### src/rtl/msfd_pkg.sv
// Shared types, constants and sine table for the modulated stereo feedback delay.
package msfd_pkg;

	// Store geometry; the depth is a power of two so the tap wraps by masking
	localparam int STORE_DEPTH  = 131072;
	localparam int ADDR_W       = $clog2(STORE_DEPTH);
	localparam int SAMPLE_BITS  = 24;
	localparam int TDATA_W      = 2 * SAMPLE_BITS;

	// LFO and sine table
	localparam int PHASE_W      = 32;
	localparam int SINE_ENTRIES = 1024;
	localparam int SINE_W       = $clog2(SINE_ENTRIES);
	localparam int QTR          = SINE_ENTRIES / 4;
	localparam int QTR_W        = SINE_W - 2;
	localparam int SIN_A        = 51472;
	localparam int SIN_B        = 21024;
	localparam int SIN_C        = 2320;
	localparam int SINE_BITS    = 16;

	// Register field widths
	localparam int DELAY_W      = 17;
	localparam int SCAN_W       = 10;
	localparam int DEPTH_W      = 13;
	localparam int GAIN_W       = 16;
	localparam int WET_W        = 17;
	localparam int SHIFT_W      = DEPTH_W + 1;

	// Gain limits
	localparam int FEEDBACK_MAX = 62259;
	localparam int WET_ONE      = 65536;

	// APB address width: seven word registers
	localparam int REG_ADDR_W   = 5;

	typedef struct packed {
		logic [DELAY_W-1:0] delay_samples;
		logic [SCAN_W-1:0]  scan_offset;
		logic [DEPTH_W-1:0] mod_depth;
		logic [PHASE_W-1:0] phase_step;
		logic [GAIN_W-1:0]  feedback_gain;
		logic [WET_W-1:0]   wet_mix;
		logic               mono_input;
	} cfg_t;

	// One strobe per sequencer step
	typedef struct packed {
		logic accept;
		logic lookup;
		logic scale;
		logic addr;
		logic read;
		logic mul;
		logic wb;
	} cmd_t;

	typedef logic [SINE_BITS-1:0] sine_qtr_t [QTR];

	// Quarter-wave magnitudes, Q15, worked out at elaboration
	function automatic sine_qtr_t build_sine_qtr();
		sine_qtr_t tab;
		int k;
		int z;
		int z2;
		int t;
		int r;
		for (k = 0; k < QTR; k++) begin
			z  = k * (65536 / SINE_ENTRIES) * 2;
			z2 = (z * z) / 32768;
			t  = (SIN_C * z2) / 32768;
			t  = SIN_B - t;
			t  = (t * z2) / 32768;
			t  = SIN_A - t;
			r  = (z * t) / 32768;
			if (r > 32767) begin
				r = 32767;
			end
			tab[k] = SINE_BITS'(r);
		end
		return tab;
	endfunction

	localparam sine_qtr_t SINE_QTR = build_sine_qtr();

	// Full-wave lookup by folding; the peaks read +32767 and -32768
	function automatic logic signed [SINE_BITS-1:0] sine_lookup(input logic [SINE_W-1:0] idx);
		logic [QTR_W:0]               k;
		logic [SINE_BITS-1:0]         mag;
		logic signed [SINE_BITS-1:0]  s;
		logic                         neg;
		neg = idx[SINE_W-1];
		if (idx[SINE_W-2]) begin
			k = (QTR_W+1)'(QTR) - {1'b0, idx[QTR_W-1:0]};
		end else begin
			k = {1'b0, idx[QTR_W-1:0]};
		end
		mag = SINE_QTR[k[QTR_W-1:0]];
		if (k[QTR_W]) begin
			s = neg ? {1'b1, {(SINE_BITS-1){1'b0}}} : {1'b0, {(SINE_BITS-1){1'b1}}};
		end else begin
			s = neg ? -$signed(mag) : $signed(mag);
		end
		return s;
	endfunction

	// Clamp a widened sum to the signed sample range
	function automatic logic [SAMPLE_BITS-1:0] sat_sample(input logic [SAMPLE_BITS+2:0] v);
		logic [SAMPLE_BITS-1:0] res;
		if ((&v[SAMPLE_BITS+2:SAMPLE_BITS-1]) || !(|v[SAMPLE_BITS+2:SAMPLE_BITS-1])) begin
			res = v[SAMPLE_BITS-1:0];
		end else if (v[SAMPLE_BITS+2]) begin
			res = {1'b1, {(SAMPLE_BITS-1){1'b0}}};
		end else begin
			res = {1'b0, {(SAMPLE_BITS-1){1'b1}}};
		end
		return res;
	endfunction

endpackage

### src/rtl/msfd_regs.sv
// APB configuration registers of the delay.
module msfd_regs (
	input  logic                           clk,
	input  logic                           arst_n,
	input  logic                           psel,
	input  logic                           penable,
	input  logic                           pwrite,
	input  logic [msfd_pkg::REG_ADDR_W-1:0] paddr,
	input  logic [31:0]                    pwdata,
	output logic [31:0]                    prdata,
	output logic                           pready,
	output msfd_pkg::cfg_t                 cfg
);

	typedef enum logic [2:0] {
		REG_DELAY    = 3'd0,
		REG_SCAN     = 3'd1,
		REG_DEPTH    = 3'd2,
		REG_STEP     = 3'd3,
		REG_FEEDBACK = 3'd4,
		REG_WET      = 3'd5,
		REG_MONO     = 3'd6
	} reg_idx_t;

	logic [2:0]     idx;
	logic           wr_en;
	msfd_pkg::cfg_t cfg_q;

	assign idx    = paddr[msfd_pkg::REG_ADDR_W-1:2];
	assign wr_en  = psel & penable & pwrite;
	assign pready = 1'b1;
	assign cfg    = cfg_q;

	// Register writes; unused indexes fall through
	always_ff @(posedge clk or negedge arst_n) begin
		if (!arst_n) begin
			cfg_q.delay_samples <= msfd_pkg::DELAY_W'(24000);
			cfg_q.scan_offset   <= msfd_pkg::SCAN_W'(500);
			cfg_q.mod_depth     <= '0;
			cfg_q.phase_step    <= msfd_pkg::PHASE_W'(22369);
			cfg_q.feedback_gain <= msfd_pkg::GAIN_W'(26214);
			cfg_q.wet_mix       <= msfd_pkg::WET_W'(32768);
			cfg_q.mono_input    <= 1'b0;
		end else if (wr_en) begin
			case (idx)
				REG_DELAY:    cfg_q.delay_samples <= pwdata[msfd_pkg::DELAY_W-1:0];
				REG_SCAN:     cfg_q.scan_offset   <= pwdata[msfd_pkg::SCAN_W-1:0];
				REG_DEPTH:    cfg_q.mod_depth     <= pwdata[msfd_pkg::DEPTH_W-1:0];
				REG_STEP:     cfg_q.phase_step    <= pwdata[msfd_pkg::PHASE_W-1:0];
				REG_FEEDBACK: cfg_q.feedback_gain <= pwdata[msfd_pkg::GAIN_W-1:0];
				REG_WET:      cfg_q.wet_mix       <= pwdata[msfd_pkg::WET_W-1:0];
				REG_MONO:     cfg_q.mono_input    <= pwdata[0];
				default:      ;
			endcase
		end
	end

	// Read-back mux
	always_comb begin
		unique case (idx)
			REG_DELAY:    prdata = 32'(cfg_q.delay_samples);
			REG_SCAN:     prdata = 32'(cfg_q.scan_offset);
			REG_DEPTH:    prdata = 32'(cfg_q.mod_depth);
			REG_STEP:     prdata = 32'(cfg_q.phase_step);
			REG_FEEDBACK: prdata = 32'(cfg_q.feedback_gain);
			REG_WET:      prdata = 32'(cfg_q.wet_mix);
			REG_MONO:     prdata = 32'(cfg_q.mono_input);
			default:      prdata = '0;
		endcase
	end

endmodule

### config.mk
export PLATFORM = sky130hd
export DESIGN_NAME = msfd_regs
export DESIGN_NICKNAME = d
export VERILOG_FILES = /design/src/rtl/msfd_pkg.sv /design/src/rtl/msfd_regs.sv
export SDC_FILE = /design/constraint.sdc
export NUM_CORES = 1
export LEC_CHECK = 0
export BUFFER_PORTS_ARGS = -buffer_cell sky130_fd_sc_hd__buf_4
export CORE_AREA = 2 2 108 110
export CTS_BUF_LIST = sky130_fd_sc_hd__clkbuf_16
export DETAILED_ROUTE_END_ITERATION = 12
export DIE_AREA = 0 0 110 112
export PLACE_DENSITY = 0.75
export SYNTH_ARGS = -nofsm -noshare
export SYNTH_HDL_FRONTEND = slang
export SYNTH_SLANG_ARGS = --single-unit
### constraint.sdc
create_clock -name clk -period 1.7 [get_ports clk]
set_clock_uncertainty 0.2 [all_clocks]
set_input_delay 0.34 -clock clk [delete_from_list [all_inputs] [get_ports clk]]
set_output_delay 0.34 -clock clk [all_outputs]
set_load 0.02 [all_outputs]
# Word level (Yosys, flattened, before mapping)
# Index checks and enable logic that the tools add are counted.
[word_totals] register_bits=106 memories=0 input_bits=42 ramBits=0 latchBits=0 rom_bits=0
[op_classes] mux=1 n_div=0 add_sub_neg=0 n_eq_ne=6 reduce_logical=8 n_mul=0 n_bitwise=2 n_shift=0 n_lt_le_gt_ge=0
[op_table] operator="$pmux W32 S7" count=1
[op_table] operator="$reduce_and A2 Y1" count=7
[op_table] operator="$eq A3 B3 Y1 const B" count=3
[op_table] operator="$eq A3 B2 Y1 const B" count=2
[op_table] operator="$eq A3 B1 Y1 const B" count=1
[op_table] operator="$logic_not A3 Y1" count=1
[op_table] operator="$and A1 B1 Y1" count=2

# Depth between registers and ports, before layout
[depth] depth_word=3 ltp_mapped=5 depth_no_buf=3

# Least setup slack after synthesis
# OpenSTA, ideal clock, no wires.
[synth_timing] path_type="input to output" startpoint="input paddr[3] (netlist bit)" endpoint="output prdata[1]" path_buffers=2 cell_stages=4 t_arrival_ns=1.527 slack_ns=-0.367 path_cell_list="buf_2 > buf_1 > mux2i_1 > o21ai_0"
[synth_between] elab_chain_len=2 word_cells_on_any_way=8 classes_between="6 x eq/ne; 1 x mux; 1 x reduce/logical"
[synth_lines] element="start: declaration" line_no="msfd_regs.sv:8" text="input logic [msfd_pkg::REG_ADDR_W-1:0] paddr,"
[synth_lines] element="$eq A3 B3 Y1, or another cell as far along" line_no="msfd_regs.sv:60" text="unique case (idx)"
[synth_lines] element="$pmux W32 S7 (*)" line_no="msfd_regs.sv:60"
[synth_lines] element="end: declaration" line_no="msfd_regs.sv:10" text="output logic [31:0] prdata,"
# Mark *: on every way between the ends. The rest lies on a longest branch, timed or not.

# Worst setup path after layout
[layout_timing] startpoint="register cfg_q, in the netlist cfg[81]" endpoint="output prdata[2]"
[layout_between] elab_chain_len=1
[layout_lines] element="start: declaration" line_no="msfd_regs.sv:27" text="msfd_pkg::cfg_t cfg_q;"
[layout_lines] element="$pmux W32 S7" line_no="msfd_regs.sv:60"
# No other way between the ends.

==> metrics <==
nature of the critical path endpoint=output pin; CORE AREA=11,200 um^2; DR vias=3,946; synthesized flop and latch total=~110; detailed placement HPWL=roughly 10,000 um; die width=110 um; TritonCTS clock tree=done; Unique masters post-synth=32; post-synthesis sequential area ratio=approximately 55%; CTS Root Cell=clkbuf_16; DP Area=6950 um^2; Place WS=-0.229 ns; max reg flops=roughly 110; Clock Sinks=106; Non-Filler Instances=751; number of global-route vias before repair=4,112; gp weighted congestion=0.793; clock latency on the worst-skew pair=0.34 ns; largest net degree at the start of global routing=36; initial core utilization=a little over two fifths; Fin Setup TNS=-3.61 ns; IO buf count=177; global-route wire length before repair=22,200 um; area leader, netlist=dfrtp_1; ranking of synthesized cells by area=dfrtp_1 (39%), mux2_2 (22%), dfstp_2 (16%), mux2i_1 (6.3%), mux2_1 (2.5%); VDD IR max=0.694 mV; WP data required=1.16 ns; initial antenna violation count=0; maximum fanout along the worst path=2; Hold Path Class=input pin to register; n_diodes=0; clock buffer count from CTS=9; Mapped Cells=349; Routed Antenna Nets=0; Ports=181; run status=finished, violations left; Mean Syn Cell Area=14.0 um^2; Die Y=112 um; clk slew on worst S/H paths=0.07 ns; syn nets=391; maxcap violations=0; Post-synth ARST share=100%; layout cell share with drive strength beyond 1=77.1%; crit path kind=register to output pin; fillers=about 750; violated checks=setup timing; most frequent cell after synthesis=mux2_2; Critical Path AT=1.49 ns; Final Hold Vio Count=0; RSZ-0062 raised after global routing=yes; post-route setup slack=-0.326 ns; Post-synth EDFFs=0; WL/cell=around 20 um; layout net count=645; Design Area, Final=slightly below 8000 um^2; vias per cell=5.25; Final Cycle Share=119%; YS warnings=0; final WL=between 10,000 and 15,000 um; GR Overflow Total=0; Fmax=494 MHz; 1st-pass router iterations=4; die area=12,300 um^2; R2R setup slack=0.50 ns; pwr/cell area=1090 nW/um^2; GRT Resource Usage Total=23.8%; Starting DRT DRC Count=153; top_reg_cell synth=dfrtp_1; final setup violation count=25; area growth from synthesis to layout=61.8%; synthesized cell area=4890 um^2; Row Count=39; fin. max-slew vios=0; drc violations=0; Synth top area share=38.9%; Final min period=2.03 ns; Post-Place Cells=691; startpoint types=register; maximum buffer depth of the clock tree=2; Post-synth top cells=mux2_2 (97), dfrtp_1 (76), mux2i_1 (31); Leak Pwr=3.84 nW; htree depth=3
## through the flow
step / util, % / hold slack (ns) / power (mW)
after floorplan: - / -0.156 / 5.05
after global placement: 62.2 / 0.0607 / 6.34
after detailed placement: 62.2 / 0.0659 / 6.43
after CTS: 69.7 / 0.0228 / 8.60
after global routing: 70.9 / 0.0180 / 9.02
final: 70.9 / 0.0334 / 8.62
## what timing repair did
action / CTS / global route
endpoints found under the hold margin: 18 / 0
hold buffers: 1 / 0
setup buffers: 29 / 12
endpoints found under the setup margin: 32 / 54
gates cloned: 4 / 1
resized for setup: 54 / 17
pin swaps: 20 / 8
## where the power goes
part,switching [mW],internal [mW]
Sequential,0.409,3.12
Clock,0.899,0.978
Combinational,1.54,1.67
## final cells by class
class                      count  area [um^2]  share of cell area (%)
sequential                   106         2690                    34.0
clock buffer                   9          225                    2.84
timing repair buffer         266         2410                    30.4
multi-input combinational    220         2370                    30.0
clock inverter                 7         40.0                   0.506
tap                          143          179                    2.26
## logic make-up after synthesis
family	share of synthesized area, %
compound gates	4.88
other cells	0.0766
buf+inv	2.48
flops	55.0
mux	31.2
simple gates	6.42
## worst max-delay path: stages (launching register included)
cell	delay, ns
dfstp_2	0.53
mux2i_1	0.06
or3_1	0.31
o221ai_2	0.07
buf_4	0.17
## layer usage
metal	vias to the layer above	share of wire (%)	GRT usage, %
met5	-	0	0
met4	0	1.3	5.49
met3	17	7.6	6.38
met2	147	50	40.2
met1	1987	41	30.2
li1	1795	-	-
## path summary, 6_finish.rpt
| check | start | to | cells past startpoint |
|---|---|---|---|
| worst max register to register | cfg[33]$_DFFE_PN0P_ | cfg[33]$_DFFE_PN0P_ | 3 |
| worst min register to register | cfg[78]$_DFFE_PN0P_ | cfg[78]$_DFFE_PN0P_ | 1 |
| worst max-delay path | cfg[81]$_DFFE_PN1P_ | prdata[2] | 4 |
| worst min-delay path | pwdata[25] | cfg[59]$_DFFE_PN0P_ | 2 |
| max in group asynchronous | arst_n | cfg[28]$_DFFE_PN1P_ | 3 |
| min in group asynchronous | arst_n | cfg[41]$_DFFE_PN0P_ | 2 |
## cells in the final DEF, fill, tap and decap left out, types with 2 or more instances in the layout
cell type	count
or3_1	2
a22oi_2	7
clkbuf_16	10
o221ai_2	7
o21ai_2	3
buf_4	210
inv_1	3
mux2i_1	31
mux2_4	11
dfrtp_1	76
buf_12	15
buf_6	36
o21ai_4	3
o21a_1	3
o32a_1	5
o22ai_2	2
nand2_1	7
nand4b_1	4
nand2b_4	2
mux2_2	96
clkinvlp_4	2
bufbuf_16	2
and2_4	16
dfstp_2	30
nand2_2	2
nor2_4	4
(Power assumes the default switching activity.)
