--- config.mk ---
export PLATFORM = sky130hd
export DESIGN_NAME = msfd_ctrl
export DESIGN_NICKNAME = d
export VERILOG_FILES = /design/src/rtl/msfd_pkg.sv /design/src/rtl/msfd_ctrl.sv
export SDC_FILE = /design/constraint.sdc
export NUM_CORES = 1
export LEC_CHECK = 0
export BUFFER_PORTS_ARGS = -buffer_cell sky130_fd_sc_hd__buf_2
export CORE_AREA = 2 2 39 41
export DETAILED_ROUTE_END_ITERATION = 6
export DIE_AREA = 0 0 41 43
export HOLD_SLACK_MARGIN = 0.06
export PLACE_DENSITY_LB_ADDON = 0.05
export SLEW_MARGIN = 20
export SYNTH_ARGS = -nofsm -noshare
export SYNTH_HDL_FRONTEND = slang
export SYNTH_SLANG_ARGS = --single-unit
--- constraint.sdc ---
create_clock -name clk -period 2.2 [get_ports clk]
set_input_delay 0.44 -clock clk [delete_from_list [all_inputs] [get_ports clk]]
set_output_delay 0.44 -clock clk [all_outputs]
set_load 0.05 [all_outputs]
--- src/rtl/msfd_pkg.sv ---
// Shared types, constants and sine table for the modulated stereo feedback delay.
package msfd_pkg;

	// Store geometry; the depth is a power of two so the tap wraps by masking
	localparam int STORE_DEPTH  = 131072;
	localparam int ADDR_W       = $clog2(STORE_DEPTH);
	localparam int SAMPLE_BITS  = 24;
	localparam int TDATA_W      = 2 * SAMPLE_BITS;

	// LFO and sine table
	localparam int PHASE_W      = 32;
	localparam int SINE_ENTRIES = 1024;
	localparam int SINE_W       = $clog2(SINE_ENTRIES);
	localparam int QTR          = SINE_ENTRIES / 4;
	localparam int QTR_W        = SINE_W - 2;
	localparam int SIN_A        = 51472;
	localparam int SIN_B        = 21024;
	localparam int SIN_C        = 2320;
	localparam int SINE_BITS    = 16;

	// Register field widths
	localparam int DELAY_W      = 17;
	localparam int SCAN_W       = 10;
	localparam int DEPTH_W      = 13;
	localparam int GAIN_W       = 16;
	localparam int WET_W        = 17;
	localparam int SHIFT_W      = DEPTH_W + 1;

	// Gain limits
	localparam int FEEDBACK_MAX = 62259;
	localparam int WET_ONE      = 65536;

	// APB address width: seven word registers
	localparam int REG_ADDR_W   = 5;

	typedef struct packed {
		logic [DELAY_W-1:0] delay_samples;
		logic [SCAN_W-1:0]  scan_offset;
		logic [DEPTH_W-1:0] mod_depth;
		logic [PHASE_W-1:0] phase_step;
		logic [GAIN_W-1:0]  feedback_gain;
		logic [WET_W-1:0]   wet_mix;
		logic               mono_input;
	} cfg_t;

	// One strobe per sequencer step
	typedef struct packed {
		logic accept;
		logic lookup;
		logic scale;
		logic addr;
		logic read;
		logic mul;
		logic wb;
	} cmd_t;

	typedef logic [SINE_BITS-1:0] sine_qtr_t [QTR];

	// Quarter-wave magnitudes, Q15, worked out at elaboration
	function automatic sine_qtr_t build_sine_qtr();
		sine_qtr_t tab;
		int k;
		int z;
		int z2;
		int t;
		int r;
		for (k = 0; k < QTR; k++) begin
			z  = k * (65536 / SINE_ENTRIES) * 2;
			z2 = (z * z) / 32768;
			t  = (SIN_C * z2) / 32768;
			t  = SIN_B - t;
			t  = (t * z2) / 32768;
			t  = SIN_A - t;
			r  = (z * t) / 32768;
			if (r > 32767) begin
				r = 32767;
			end
			tab[k] = SINE_BITS'(r);
		end
		return tab;
	endfunction

	localparam sine_qtr_t SINE_QTR = build_sine_qtr();

	// Full-wave lookup by folding; the peaks read +32767 and -32768
	function automatic logic signed [SINE_BITS-1:0] sine_lookup(input logic [SINE_W-1:0] idx);
		logic [QTR_W:0]               k;
		logic [SINE_BITS-1:0]         mag;
		logic signed [SINE_BITS-1:0]  s;
		logic                         neg;
		neg = idx[SINE_W-1];
		if (idx[SINE_W-2]) begin
			k = (QTR_W+1)'(QTR) - {1'b0, idx[QTR_W-1:0]};
		end else begin
			k = {1'b0, idx[QTR_W-1:0]};
		end
		mag = SINE_QTR[k[QTR_W-1:0]];
		if (k[QTR_W]) begin
			s = neg ? {1'b1, {(SINE_BITS-1){1'b0}}} : {1'b0, {(SINE_BITS-1){1'b1}}};
		end else begin
			s = neg ? -$signed(mag) : $signed(mag);
		end
		return s;
	endfunction

	// Clamp a widened sum to the signed sample range
	function automatic logic [SAMPLE_BITS-1:0] sat_sample(input logic [SAMPLE_BITS+2:0] v);
		logic [SAMPLE_BITS-1:0] res;
		if ((&v[SAMPLE_BITS+2:SAMPLE_BITS-1]) || !(|v[SAMPLE_BITS+2:SAMPLE_BITS-1])) begin
			res = v[SAMPLE_BITS-1:0];
		end else if (v[SAMPLE_BITS+2]) begin
			res = {1'b1, {(SAMPLE_BITS-1){1'b0}}};
		end else begin
			res = {1'b0, {(SAMPLE_BITS-1){1'b1}}};
		end
		return res;
	endfunction

endpackage

--- src/rtl/msfd_ctrl.sv ---
// Sequencer for one stereo item and the output handshake.
module msfd_ctrl (
	input  logic           clk,
	input  logic           arst_n,
	input  logic           s_tvalid,
	output logic           s_tready,
	output logic           m_tvalid,
	input  logic           m_tready,
	output msfd_pkg::cmd_t cmd
);

	typedef enum logic [6:0] {
		S_IDLE   = 7'b0000001,
		S_LOOKUP = 7'b0000010,
		S_SCALE  = 7'b0000100,
		S_ADDR   = 7'b0001000,
		S_READ   = 7'b0010000,
		S_MUL    = 7'b0100000,
		S_WB     = 7'b1000000
	} state_t;

	state_t state_q;
	state_t state_n;
	logic   out_valid_q;
	logic   out_free;

	assign s_tready = (state_q == S_IDLE);
	assign m_tvalid = out_valid_q;
	assign out_free = !out_valid_q || m_tready;

	// Step strobes
	assign cmd.accept = s_tvalid && (state_q == S_IDLE);
	assign cmd.lookup = (state_q == S_LOOKUP);
	assign cmd.scale  = (state_q == S_SCALE);
	assign cmd.addr   = (state_q == S_ADDR);
	assign cmd.read   = (state_q == S_READ);
	assign cmd.mul    = (state_q == S_MUL);
	assign cmd.wb     = (state_q == S_WB) && out_free;

	// Next state
	always_comb begin
		unique case (state_q)
			S_IDLE:   state_n = s_tvalid ? S_LOOKUP : S_IDLE;
			S_LOOKUP: state_n = S_SCALE;
			S_SCALE:  state_n = S_ADDR;
			S_ADDR:   state_n = S_READ;
			S_READ:   state_n = S_MUL;
			S_MUL:    state_n = S_WB;
			S_WB:     state_n = out_free ? S_IDLE : S_WB;
			default:  state_n = S_IDLE;
		endcase
	end

	always_ff @(posedge clk or negedge arst_n) begin
		if (!arst_n) begin
			state_q     <= S_IDLE;
			out_valid_q <= 1'b0;
		end else begin
			state_q <= state_n;
			if (cmd.wb) begin
				out_valid_q <= 1'b1;
			end else if (m_tready) begin
				out_valid_q <= 1'b0;
			end
		end
	end

endmodule

======== Yosys cells after proc, flatten, opt, wreduce, memory -nomap -nowiden ========
Cells that the tools add are included.
word-level totals
  bits of input ports ..................... 4
  memory bits (writable) .................. 0
  word-level logic and storage cells ...... 19
  register bits ........................... 8
  ROM bits ................................ 0
  output and inout port bits .............. 9
  memories kept ........................... 0
  bits in latches ......................... 0
operators by class
  add/sub/neg operators ................... 0
  mux-type cells .......................... 5
  multipliers ............................. 0
  bitwise logic cells ..................... 0
  reductions and logical operators ........ 5
  div/mod/pow operators ................... 0
  magnitude comparators ................... 0
  shifts and indexed selects .............. 0
  equality and inequality tests ........... 7
operators by type and width
  kind                  number
  $pmux W7 S7           1
  $eq A7 B1 Y1 const B  1
  $eq A7 B2 Y1 const B  1
  $eq A7 B3 Y1 const B  1
  $eq A7 B4 Y1 const B  1
  $eq A7 B5 Y1 const B  1
  $eq A7 B6 Y1 const B  1
  $eq A7 B7 Y1 const B  1
  $mux W7               1
  $logic_and A1 B1 Y1   2
  $mux W1               2
  $mux W2               1
  $reduce_bool A2 Y1    1
  $logic_not A1 Y1      1
  $logic_or A1 B1 Y1    1

======== Logic depth before layout (Yosys ltp) ========
Gate-level depths: netlist (run 1).
  depth in word-level cells ............... 4
  depth in mapped cells ................... 5
  depth with buffers taken out ............ 4

======== Worst setup path before layout (run 1) ========
Ideal clock, no wire load.
  path type ............................... reg2out
  start ................................... register state_q[6]
  end ..................................... output cmd[3] (netlist name)
  cell stages (with the launch flop) ...... 4
  data required time ...................... 1,760 ps
  data arrival time ....................... 1,981 ps
  path slack .............................. -221 ps
  path through ............................ dfrtp_1 -> nor3_2 -> nand2_1 -> nor3b_1
RTL lines
  item                      line             RTL
  start: declaration        msfd_ctrl.sv:22  state_t state_q;
  start signal: assignment  msfd_ctrl.sv:59  state_q <= state_n;
  end: declaration          msfd_ctrl.sv:9   output msfd_pkg::cmd_t cmd

==> qor.log, run 1 <==
qor: detailed_routing.vias 379
qor: synth.ys_seq_elements 8
qor: clocking.tritoncts_num_sinks 8
qor: finish.num-nets-final 66
qor: power_and_ir_drop.p_leak 0.315 nW
qor: placement.detailed_place.area 551 um2
qor: power_and_ir_drop.swShare 0.456
qor: setup_path.worst_path_largest_cell_delay 0.49 ns
qor: power_and_ir_drop.combPwrFrac 0.494
qor: timing.finClkSkew 0.00411 ns
qor: global_route.grt_max_degree 9
qor: detailed_routing.drt_iter0_markers 1
qor: setup_path.timing_worst_setup_path_type flop to primary output
qor: clocking.clock_tree.htree_level_count 1
qor: finish.fin_area 603 um2
qor: setup_path.worstSetupStartpointType flop
qor: worst_hold_path.min_path_type primary input to flop
qor: floorplan.die_area 0.00176 mm2
qor: setup_path.cp_data_required_time 1.76 ns
qor: detailed_routing.detail_route.wirelength 939 um
qor: synth.synth.yosys.seq_area_share 0.411
qor: detailed_routing.post_dr_wirelength_cell 12.2 um
qor: power_and_ir_drop.total_power_density_per_cell_area 1150 mW/mm2
qor: timing.max_freq 486 MHz
qor: finish.syn_to_final_growth 23.0%
qor: detailed_routing.detail_route.drc_violations 0
qor: timing.worst_slew_margin_rel 0.768
qor: synth.largest_family_of_logic_cells_by_synthesized_area simple AND/OR/NAND/NOR gates
qor: synth.synth-simple-area-share 0.393
qor: detailed_routing.firstDrtPassIters 2
qor: global_route.globalRouteOverflowTotal 0
qor: synth.syn-cell-area 490 um2
qor: global_route.grtUsageTotal 0.146
qor: finish.final_layout_size_suffix_gt1_frac 0.426
qor: power_and_ir_drop.share_of_power_burned_in_registers 0.337
qor: detailed_routing.post_drt_via_cell_ratio 4.92
qor: synth.yosys-mux-area-fraction 0
qor: finish.mostFrequentLayoutCell sky130_fd_sc_hd__buf_2
qor: finish.n_antenna_cell 0
qor: timing.final-hold-violation-count 0
qor: floorplan.design.core.area 0.00138 mm2
qor: synth.per_instance_average_area_after_synthesis 10.7 um2
qor: timing.timing.final.crit_period 2.06 ns
qor: run.cap_viol_max_count 0
qor: finish.stdcell_count 77
qor: floorplan.initial_utilization 0.354
qor: power_and_ir_drop.power.internal 0.378 mW
qor: clocking.clock_path_buffers 2
qor: power_and_ir_drop.irDropWorstVdd 0.000381 V
qor: floorplan.die_width 41 um
qor: synth.yosysWarnings 0
qor: global_route.grt_first_pass_wirelength 1760 um
qor: power_and_ir_drop.fin_total_pwr 0.695 mW
qor: synth.synth.net_count 50
qor: floorplan.die_y 43 um
qor: finish.final_core_util 0.436
qor: synth.number_of_distinct_library_cell_variants_in_the_gate_level_netlist_after_synthesis 24
qor: synth.synth_top_cell_area_share 0.357
qor: synth.synthAdderAreaFrac 0
qor: clocking.tritoncts built
qor: synth.ys_top_cells_by_area sky130_fd_sc_hd__dfrtp_1, sky130_fd_sc_hd__nor3b_1, sky130_fd_sc_hd__nor4b_2
qor: clocking.cts_root_buffer sky130_fd_sc_hd__clkbuf_4
qor: setup_path.worstSetupEndpointType primary output
qor: floorplan.design.portCount 13
qor: setup_path.slowest_stage sky130_fd_sc_hd__dfrtp_1
qor: global_route.via_count_of_the_first_global_routing_pass 421
qor: synth.yosysTopAreaCell sky130_fd_sc_hd__dfrtp_1
qor: clocking.clkSlewWorstSetupHoldPaths 0.06 ns
qor: detailed_routing.antenna_violating_nets_post_route 0
qor: timing.tns 0 ns
qor: finish.num-fill-cells 138
qor: run_status.status finished, final reports clean
qor: placement.routabilityCongestion 0.696
qor: finish.seqCellArea 201 um2
qor: power_and_ir_drop.net-switching-power 0.317 mW
qor: setup_path.timing.critical_path.cells nor4_4 -> nand3_1 -> inv_1 -> buf_2
qor: setup_path.worst_ep_arrival_time 1.62 ns
qor: synth.synthesized_area_fraction_occupied_by_ao_oa_aoi_and_oai_cells 0.0867
qor: finish.commonest_cells_after_routing_fill_and_taps_aside sky130_fd_sc_hd__buf_2, sky130_fd_sc_hd__dfrtp_1
qor: synth.synthCells 46
qor: timing.setup_viol_count_final 0
qor: finish.multi_input_comb_area 260 um2
qor: timing.timing.final.max_slew_violations 0
qor: setup_path.critical_path_peak_fanout 8
qor: placement.dpl.hpwl 752 um
qor: global_route.antenna_found_initial 0
qor: synth.synth_area_in_xor_xnor 0.0179
qor: clocking.cts_made_buffers 3
qor: timing.tightest_slew 0.348 ns
qor: power_and_ir_drop.clock_power_share 0.169
qor: timing.rsz_0062_raised_after_global_routing false
qor: timing.finalCritPeriodShare 0.936
qor: placement.port_buffers 12
qor: placement.numPlacedInstances 71
qor: clocking.insertion_delay 0.25 ns
qor: floorplan.row_count 14
synth_stat cells (all sizes together):
cell,instances
a211oi,1
and2,2
and3,1
buf,3
dfrtp,7
dfstp,1
inv,4
nand2,4
nand2b,1
nand3,2
nand4bb,1
nor2,4
nor2b,1
nor3,1
nor3b,5
nor4,1
nor4b,2
o2111ai,1
o21ai,1
o221ai,1
or3,1
xor2,1
kinds of logic (layout without fill, tap and decap cells):
family | after synthesis | in the layout
AOI/OAI and AO/OA | 4 | 4
DFF | 8 | 8
buffers and inverters | 7 | 22
xor gates and xnor gates | 1 | 1
and+or+nand+nor | 26 | 26
power groups by stage:
stage | registers (mW) | logic [mW] | clock network [mW]
CTS | 0.233 | 0.345 | 0.124
finish | 0.234 | 0.343 | 0.117
global route | 0.241 | 0.372 | 0.138
detailed placement | 0.235 | 0.342 | 0
floorplan | 0.210 | 0.326 | 0
global placement | 0.234 | 0.340 | 0
state kept, by name, indices dropped and copies added, names as in the netlist:
signal and flops:
state_q 7, m_tvalid 1
worst max-delay path, delay by kind of cell, from the launching register on:
family	cells	cell delay [ns]
buffers and inverters	2	0.34
AND/OR/NAND/NOR	2	0.54
flip-flops	1	0.49
per-layer routing:
layer	up-vias	global-route usage	routed length, um
li1	190	-	-
met1	178	0.192	427
met2	11	0.222	464
met3	0	0.0314	47
met4	0	0.0600	0
met5	-	0	0
path summary, 6_finish.rpt:
| kind | from | slack, ns | to | cells after the start |
|---|---|---|---|---|
| max | state_q[2]$_DFF_PN0_ | 0.14 | cmd[1] | 4 |
| min | s_tvalid | 0.40 | state_q[0]$_DFF_PN1_ | 2 |
| max reg2reg | state_q[2]$_DFF_PN0_ | 0.83 | state_q[0]$_DFF_PN1_ | 4 |
| min reg2reg | m_tvalid$_DFFE_PN0P_ | 0.54 | m_tvalid$_DFFE_PN0P_ | 2 |
| max in group asynchronous | arst_n | 1.40 | state_q[0]$_DFF_PN1_ | 2 |
| min in group asynchronous | arst_n | 0.55 | state_q[5]$_DFF_PN0_ | 2 |
per-stage QoR:
| stage | hold slack, ns | worst slack [ns] |
|---|---|---|
| 2_1_floorplan | 0.144 | 0.200 |
| 5_1_grt | 0.398 | 0.00832 |
| 6_report | 0.395 | 0.141 |
| 4_1_cts | 0.389 | 0.0204 |
| 3_5_place_dp | 0.295 | 0.288 |
| 3_3_place_gp | 0.293 | 0.378 |
final cells by class:
type / instances / share of cell area
clock buffers: 4 / 0.0436
inverters: 4 / 0.0249
repair buffers: 14 / 0.133
multi-input cells: 31 / 0.432
flip-flops and latches: 8 / 0.334
well taps: 16 / 0.0332
what timing repair did:
action                                  in CTS  in global routing
hold endpoints to repair                     7                  0
hold buffers                                 1                  0
gates resized for setup                      0                  2
setup buffers                                0                  1
endpoints found under the setup margin       0                  2
No activity file was read; power rests on OpenSTA's default activity.
==> run 2: changes to the inputs <==
--- a/config.mk
+++ b/config.mk
@@ -5,7 +5,7 @@
 export SDC_FILE = /design/constraint.sdc
 export NUM_CORES = 1
 export LEC_CHECK = 0
-export BUFFER_PORTS_ARGS = -buffer_cell sky130_fd_sc_hd__buf_2
+export BUFFER_PORTS_ARGS = -buffer_cell sky130_fd_sc_hd__buf_4
 export CORE_AREA = 2 2 39 41
 export DETAILED_ROUTE_END_ITERATION = 6
 export DIE_AREA = 0 0 41 43
==> constraint.sdc (replaced) <==
create_clock -name clk -period 2 [get_ports clk]
set_input_delay 0.4 -clock clk [delete_from_list [all_inputs] [get_ports clk]]
set_output_delay 0.4 -clock clk [all_outputs]
set_load 0.05 [all_outputs]
==> run 2 against run 1 <==
Compared with the run above: hold slack worse by 0.057 ns; via count is 1.8% higher; wire length grew 5.8%; sequential power is 14% higher; die area unchanged; clock-buffer cell count is the same; flip-flop and latch count stayed put; largest cell class unchanged.
==> qor.log, run 2 (synthesis results as in run 1) <==
qor: placement.port_buffers 12
qor: setup_path.slowest_stage sky130_fd_sc_hd__dfrtp_1
qor: setup_path.worstSetupStartpointType flop
qor: timing.tightest_slew 0.402 ns
qor: clocking.clock_tree.htree_level_count 1
qor: timing.setup_viol_count_final 0
qor: setup_path.cp_data_required_time 1.60 ns
qor: finish.commonest_cells_after_routing_fill_and_taps_aside sky130_fd_sc_hd__buf_4, sky130_fd_sc_hd__dfrtp_1, sky130_fd_sc_hd__nor2_1, sky130_fd_sc_hd__nand2_1, sky130_fd_sc_hd__inv_1
qor: global_route.grtUsageTotal 0.137
qor: finish.final_core_util 0.468
qor: clocking.clock_path_buffers 2
qor: finish.final_layout_size_suffix_gt1_frac 0.452
qor: power_and_ir_drop.fin_total_pwr 0.834 mW
qor: timing.timing.final.crit_period 1.96 ns
qor: detailed_routing.drt_iter0_markers 2
qor: detailed_routing.post_dr_wirelength_cell 12.7 um
qor: run.cap_viol_max_count 0
qor: timing.finalCritPeriodShare 0.978
qor: global_route.grt_max_degree 9
qor: setup_path.worst-r2r-setup-slack 0.56 ns
qor: finish.fin_area 648 um2
qor: timing.max_freq 511 MHz
qor: floorplan.die_area 0.00176 mm2
qor: detailed_routing.antenna_violating_nets_post_route 0
qor: global_route.antenna_found_initial 0
qor: finish.num-nets-final 67
qor: setup_path.timing_worst_setup_path_type flop to primary output
qor: finish.mostFrequentLayoutCell sky130_fd_sc_hd__buf_4
qor: setup_path.timing.critical_path.from state_q[1]$_DFF_PN0_
qor: clocking.tritoncts built
qor: timing.finClkSkew 0.00756 ns
qor: power_and_ir_drop.total_power_density_per_cell_area 1290 mW/mm2
qor: setup_path.worst_ep_arrival_time 1.56 ns
qor: setup_path.r2r_cells 5
qor: clocking.insertion_delay 0.26 ns
qor: timing.timing.final.max_slew_violations 0
qor: worst_hold_path.min_path_type primary input to flop
qor: global_route.grt_first_pass_wirelength 1590 um
qor: timing.final-hold-violation-count 0
qor: detailed_routing.firstDrtPassIters 4
qor: detailed_routing.detail_route.wirelength 993 um
qor: floorplan.die_width 41 um
qor: worst_hold_path.worst_hold_path.num_cells 2
qor: finish.largest-register state_q
qor: clocking.tritoncts_num_sinks 8
qor: global_route.via_count_of_the_first_global_routing_pass 366
qor: clocking.clkSlewWorstSetupHoldPaths 0.05 ns
qor: floorplan.design.portCount 13
qor: floorplan.initial_utilization 0.354
qor: clocking.cts_root_buffer sky130_fd_sc_hd__clkbuf_4
qor: worst_hold_path.holdCritStartpoint s_tvalid
qor: floorplan.die_y 43 um
qor: placement.routabilityCongestion 0.662
qor: run_status.status finished, final reports clean
qor: placement.detailed_place.area 581 um2
qor: setup_path.timing.critical_path.depth 4
qor: power_and_ir_drop.p_leak 0.330 nW
qor: finish.n_antenna_cell 0
qor: floorplan.design.core.area 0.00138 mm2
qor: placement.dpl.hpwl 713 um
qor: setup_path.timing.critical_path.cells nor4_4 -> nand3_1 -> inv_1 -> buf_4
qor: setup_path.worstPathBufferInverterCount 2
qor: detailed_routing.post_drt_via_cell_ratio 4.95
qor: finish.syn_to_final_growth 32.1%
qor: global_route.globalRouteOverflowTotal 0
qor: timing.final.hold.worst_slack 0.338 ns
qor: setup_path.critical_path_peak_fanout 4
qor: placement.numPlacedInstances 71
qor: setup_path.cpLargestDelayFamily simple AND/OR/NAND/NOR gates
qor: setup_path.worstSetupEndpointType primary output
qor: finish.stdcell_count 78
qor: finish.largest_reg_flops 7
qor: detailed_routing.vias 386
qor: clocking.cts_made_buffers 3
qor: power_and_ir_drop.irDropWorstVdd 0.000704 V
qor: timing.worst_slew_margin_rel 0.732
qor: setup_path.worst_path_largest_cell_delay 0.46 ns
qor: floorplan.row_count 14
qor: detailed_routing.detail_route.drc_violations 0
qor: setup_path.r2r_start state_q[1]$_DFF_PN0_
[run 2: changes by cell type in the layout (fill, tap and decap cells not counted)]
cell / change
sky130_fd_sc_hd__buf_2: -11
sky130_fd_sc_hd__nor4b_2: -1
sky130_fd_sc_hd__buf_4: +13
sky130_fd_sc_hd__dfrtp_2: +1
sky130_fd_sc_hd__clkbuf_4: -1
sky130_fd_sc_hd__nor4b_4: +1
sky130_fd_sc_hd__dfrtp_1: -1
[run 2: what timing repair did]
action                                  in CTS  in global routing
buffers inserted                             0                  2
endpoints found under the setup margin       2                  7
hold buffers                                 1                  0
resized for setup                            1                  2
endpoints found under the hold margin        7                  0
pin swaps                                    0                  2
[run 2: final timing paths]
check                                  endpoint
min                        state_q[0]$_DFF_PN1_
min reg2reg                m_tvalid$_DFFE_PN0P_
max in group asynchronous  state_q[0]$_DFF_PN1_
min in group asynchronous  state_q[5]$_DFF_PN0_
max reg2reg                state_q[0]$_DFF_PN1_
max                                      cmd[1]
[run 2: per-layer routing]
metal | vias to the layer above | routed length [um] | share of wire | global-route usage
met4 | 0 | 15 | 0.015 | 0.0800
met3 | 4 | 49 | 0.049 | 0.0471
met1 | 181 | 446 | 0.45 | 0.179
met5 | - | 0 | 0 | 0
met2 | 11 | 481 | 0.48 | 0.188
li1 | 190 | - | - | -
[run 2: where the power goes]
group          leakage (nW)  switching (mW)  internal [mW]
Combinational         0.209           0.241          0.191
Sequential            0.105          0.0672          0.199
Clock                0.0150          0.0589         0.0766
Total                 0.330           0.367          0.467
[run 2: cell type report]
cell class,instances,area (um2)
tap,16,20.0
sequential,8,203
timing repair buffer,15,115
inverter,4,15.0
multi-input combinational,31,269
fill,150,736
clock buffer,4,26.3
[run 2: per-stage QoR]
stage          TNS (ns)  worst slack (ns)
6_report              0            0.0443
5_1_grt         -0.0355           -0.0188
4_1_cts               0           0.00463
3_5_place_dp          0             0.215
3_3_place_gp          0             0.272
2_1_floorplan         0            0.0395
[run 2: worst register-to-register path, delay by kind of cell, from the launching register on]
kind,cells,cell delay (ns)
AOI/OAI and AO/OA,2,0.24
buffers and inverters,1,0.17
DFF,1,0.46
and+or+nand+nor,2,0.49
==> run 3: changes to the inputs <==
--- a/config.mk
+++ b/config.mk
@@ -7,6 +7,7 @@
 export LEC_CHECK = 0
 export BUFFER_PORTS_ARGS = -buffer_cell sky130_fd_sc_hd__buf_4
 export CORE_AREA = 2 2 39 41
+export CTS_BUF_LIST = sky130_fd_sc_hd__clkbuf_16
 export DETAILED_ROUTE_END_ITERATION = 6
 export DIE_AREA = 0 0 41 43
 export HOLD_SLACK_MARGIN = 0.06
==> run 3 against run 2 <==
Compared with the run above: sequential share of layout area down 2.3 points; clock skew down 0.0046 ns; via count up 1.3%; highest routed layer unchanged.
==> qor.log, run 3 (synthesis results as in run 1) <==
qor: floorplan.die_y 43 um
qor: finish.n_antenna_cell 0
qor: global_route.antenna_found_initial 0
qor: clocking.cts_made_buffers 3
qor: timing.max_freq 513 MHz
qor: setup_path.cp_data_required_time 1.60 ns
qor: floorplan.initial_utilization 0.354
qor: setup_path.r2r_start state_q[2]$_DFF_PN0_
qor: floorplan.die_width 41 um
qor: timing.timing.final.max_slew_violations 0
qor: setup_path.worst_ep_arrival_time 1.55 ns
qor: run.cap_viol_max_count 0
qor: timing.timing.final.crit_period 1.95 ns
qor: floorplan.design.core.area 0.00138 mm2
qor: floorplan.die_area 0.00176 mm2
qor: timing.rsz_0062_raised_after_global_routing false
qor: finish.final_layout_size_suffix_gt1_frac 0.452
qor: placement.dpl.hpwl 713 um
qor: clocking.clkSlewWorstSetupHoldPaths 0.04 ns
qor: timing.setup_viol_count_final 0
qor: detailed_routing.vias 391
qor: detailed_routing.antenna_violating_nets_post_route 0
qor: detailed_routing.firstDrtPassIters 4
qor: timing.finalCritPeriodShare 0.974
qor: finish.num-nets-final 67
qor: timing.tns 0 ns
qor: clocking.insertion_delay 0.24 ns
qor: power_and_ir_drop.total_power_density_per_cell_area 1490 mW/mm2
qor: clocking.clock_path_buffers 2
qor: placement.numPlacedInstances 71
qor: worst_hold_path.worst_hold_path.num_cells 2
qor: timing.worst_slew_margin_rel 0.737
qor: worst_hold_path.hold_path_end state_q[0]$_DFF_PN1_
qor: run_status.status finished, final reports clean
qor: clocking.tritoncts_num_sinks 8
qor: global_route.grt_first_pass_wirelength 1680 um
qor: detailed_routing.detail_route.wirelength 1010 um
qor: placement.port_buffers 12
qor: timing.tightest_slew 0.395 ns
qor: global_route.via_count_of_the_first_global_routing_pass 385
qor: global_route.grtUsageTotal 0.153
qor: clocking.tritoncts built
qor: timing.post-route-worst-setup-slack 0.0524 ns
qor: finish.largest-register state_q
qor: setup_path.worst-r2r-setup-slack 0.55 ns
qor: placement.routabilityCongestion 0.662
qor: setup_path.crit_reg_reg_endpoint state_q[0]$_DFF_PN1_
qor: finish.multi_input_comb_area 269 um2
qor: setup_path.critical_path_peak_fanout 8
qor: floorplan.row_count 14
qor: power_and_ir_drop.p_leak 0.357 nW
qor: worst_hold_path.holdCritStartpoint s_tvalid
qor: worst_hold_path.min_path_type primary input to flop
qor: floorplan.design.portCount 13
qor: finish.seqCellArea 203 um2
qor: detailed_routing.post_drt_via_cell_ratio 5.01
qor: setup_path.r2r_cells 5
qor: setup_path.worstSetupStartpointType flop
qor: clocking.clock_tree.htree_level_count 1
qor: timing.final-hold-violation-count 0
qor: placement.place_worst_setup_slack 0.215 ns
qor: power_and_ir_drop.irDropWorstVdd 0.000555 V
qor: finish.commonest_cells_after_routing_fill_and_taps_aside sky130_fd_sc_hd__buf_4, sky130_fd_sc_hd__dfrtp_1, sky130_fd_sc_hd__inv_1
qor: detailed_routing.post_dr_wirelength_cell 13.0 um
qor: finish.stdcell_count 78
qor: finish.mostFrequentLayoutCell sky130_fd_sc_hd__buf_4
qor: detailed_routing.detail_route.drc_violations 0
qor: finish.largest_reg_flops 7
qor: global_route.grt_max_degree 9
qor: global_route.globalRouteOverflowTotal 0
qor: finish.num-fill-cells 139
qor: detailed_routing.drt_iter0_markers 7
qor: clocking.cts_root_buffer sky130_fd_sc_hd__clkbuf_16
qor: finish.syn_to_final_growth 42.9%
qor: timing.finClkSkew 0.00298 ns
qor: setup_path.timing_worst_setup_path_type flop to primary output
qor: setup_path.worstSetupEndpointType primary output
run 3: cell count changes in the layout (fill, tap and decap cells not counted):
cell                        previous run  this run
sky130_fd_sc_hd__clkbuf_1              1         0
sky130_fd_sc_hd__inv_1                 4         5
sky130_fd_sc_hd__clkbuf_16             0         3
sky130_fd_sc_hd__clkbuf_4              3         0
run 3: layout make-up:
class	count	area share
Clock buffer	3	0.107
Clock inverter	1	0.00536
Inverter	4	0.0214
Multi-Input combinational cell	31	0.384
Sequential cell	8	0.289
Tap cell	16	0.0286
Timing Repair Buffer	15	0.164
run 3: worst max-delay path, stage by stage, from the launching register on:
cell	delay [ns]
sky130_fd_sc_hd__dfrtp_2	0.48
sky130_fd_sc_hd__nor4_4	0.35
sky130_fd_sc_hd__nand3_1	0.19
sky130_fd_sc_hd__inv_1	0.09
sky130_fd_sc_hd__buf_4	0.19
run 3: worst max path at each step:
stage                    startpoint  endpoint
3_5_place_dp   state_q[6]$_DFF_PN0_    cmd[3]
5_1_grt        state_q[1]$_DFF_PN0_    cmd[1]
4_1_cts        state_q[6]$_DFF_PN0_    cmd[3]
6_report       state_q[2]$_DFF_PN0_    cmd[1]
3_3_place_gp   state_q[6]$_DFF_PN0_    cmd[3]
2_1_floorplan  state_q[2]$_DFF_PN0_    cmd[0]
run 3: report_power, final:
group	leakage, nW	total, mW	internal (mW)	switching, mW
combinational	0.209	0.429	0.188	0.241
sequential	0.105	0.268	0.200	0.0677
clock	0.0423	0.346	0.261	0.0851
total	0.357	1.04	0.649	0.394
run 3: timing repair:
action | CTS | global route
hold buffers | 1 | 0
setup buffers | 0 | 2
endpoints found under the hold margin | 7 | 0
resized for setup | 1 | 2
pin swaps | 0 | 2
endpoints found under the setup margin | 1 | 6
run 3: routing by layer:
| metal | part of all wire | track usage | vias up |
|---|---|---|---|
| met1 | 0.43 | 0.182 | 182 |
| met4 | 0.030 | 0.120 | 0 |
| li1 | - | - | 192 |
| met3 | 0.060 | 0.0628 | 3 |
| met5 | 0 | 0 | - |
| met2 | 0.48 | 0.206 | 14 |
run 3: through the flow:
stage	area [um2]	hold WS, ns	util	total power, mW
2_1_floorplan	500	0.104	-	0.589
3_3_place_gp	581	0.224	0.420	0.653
3_5_place_dp	581	0.226	0.420	0.654
4_1_cts	676	0.356	0.488	1.01
5_1_grt	701	0.372	0.506	1.10
6_report	701	0.358	0.506	1.04
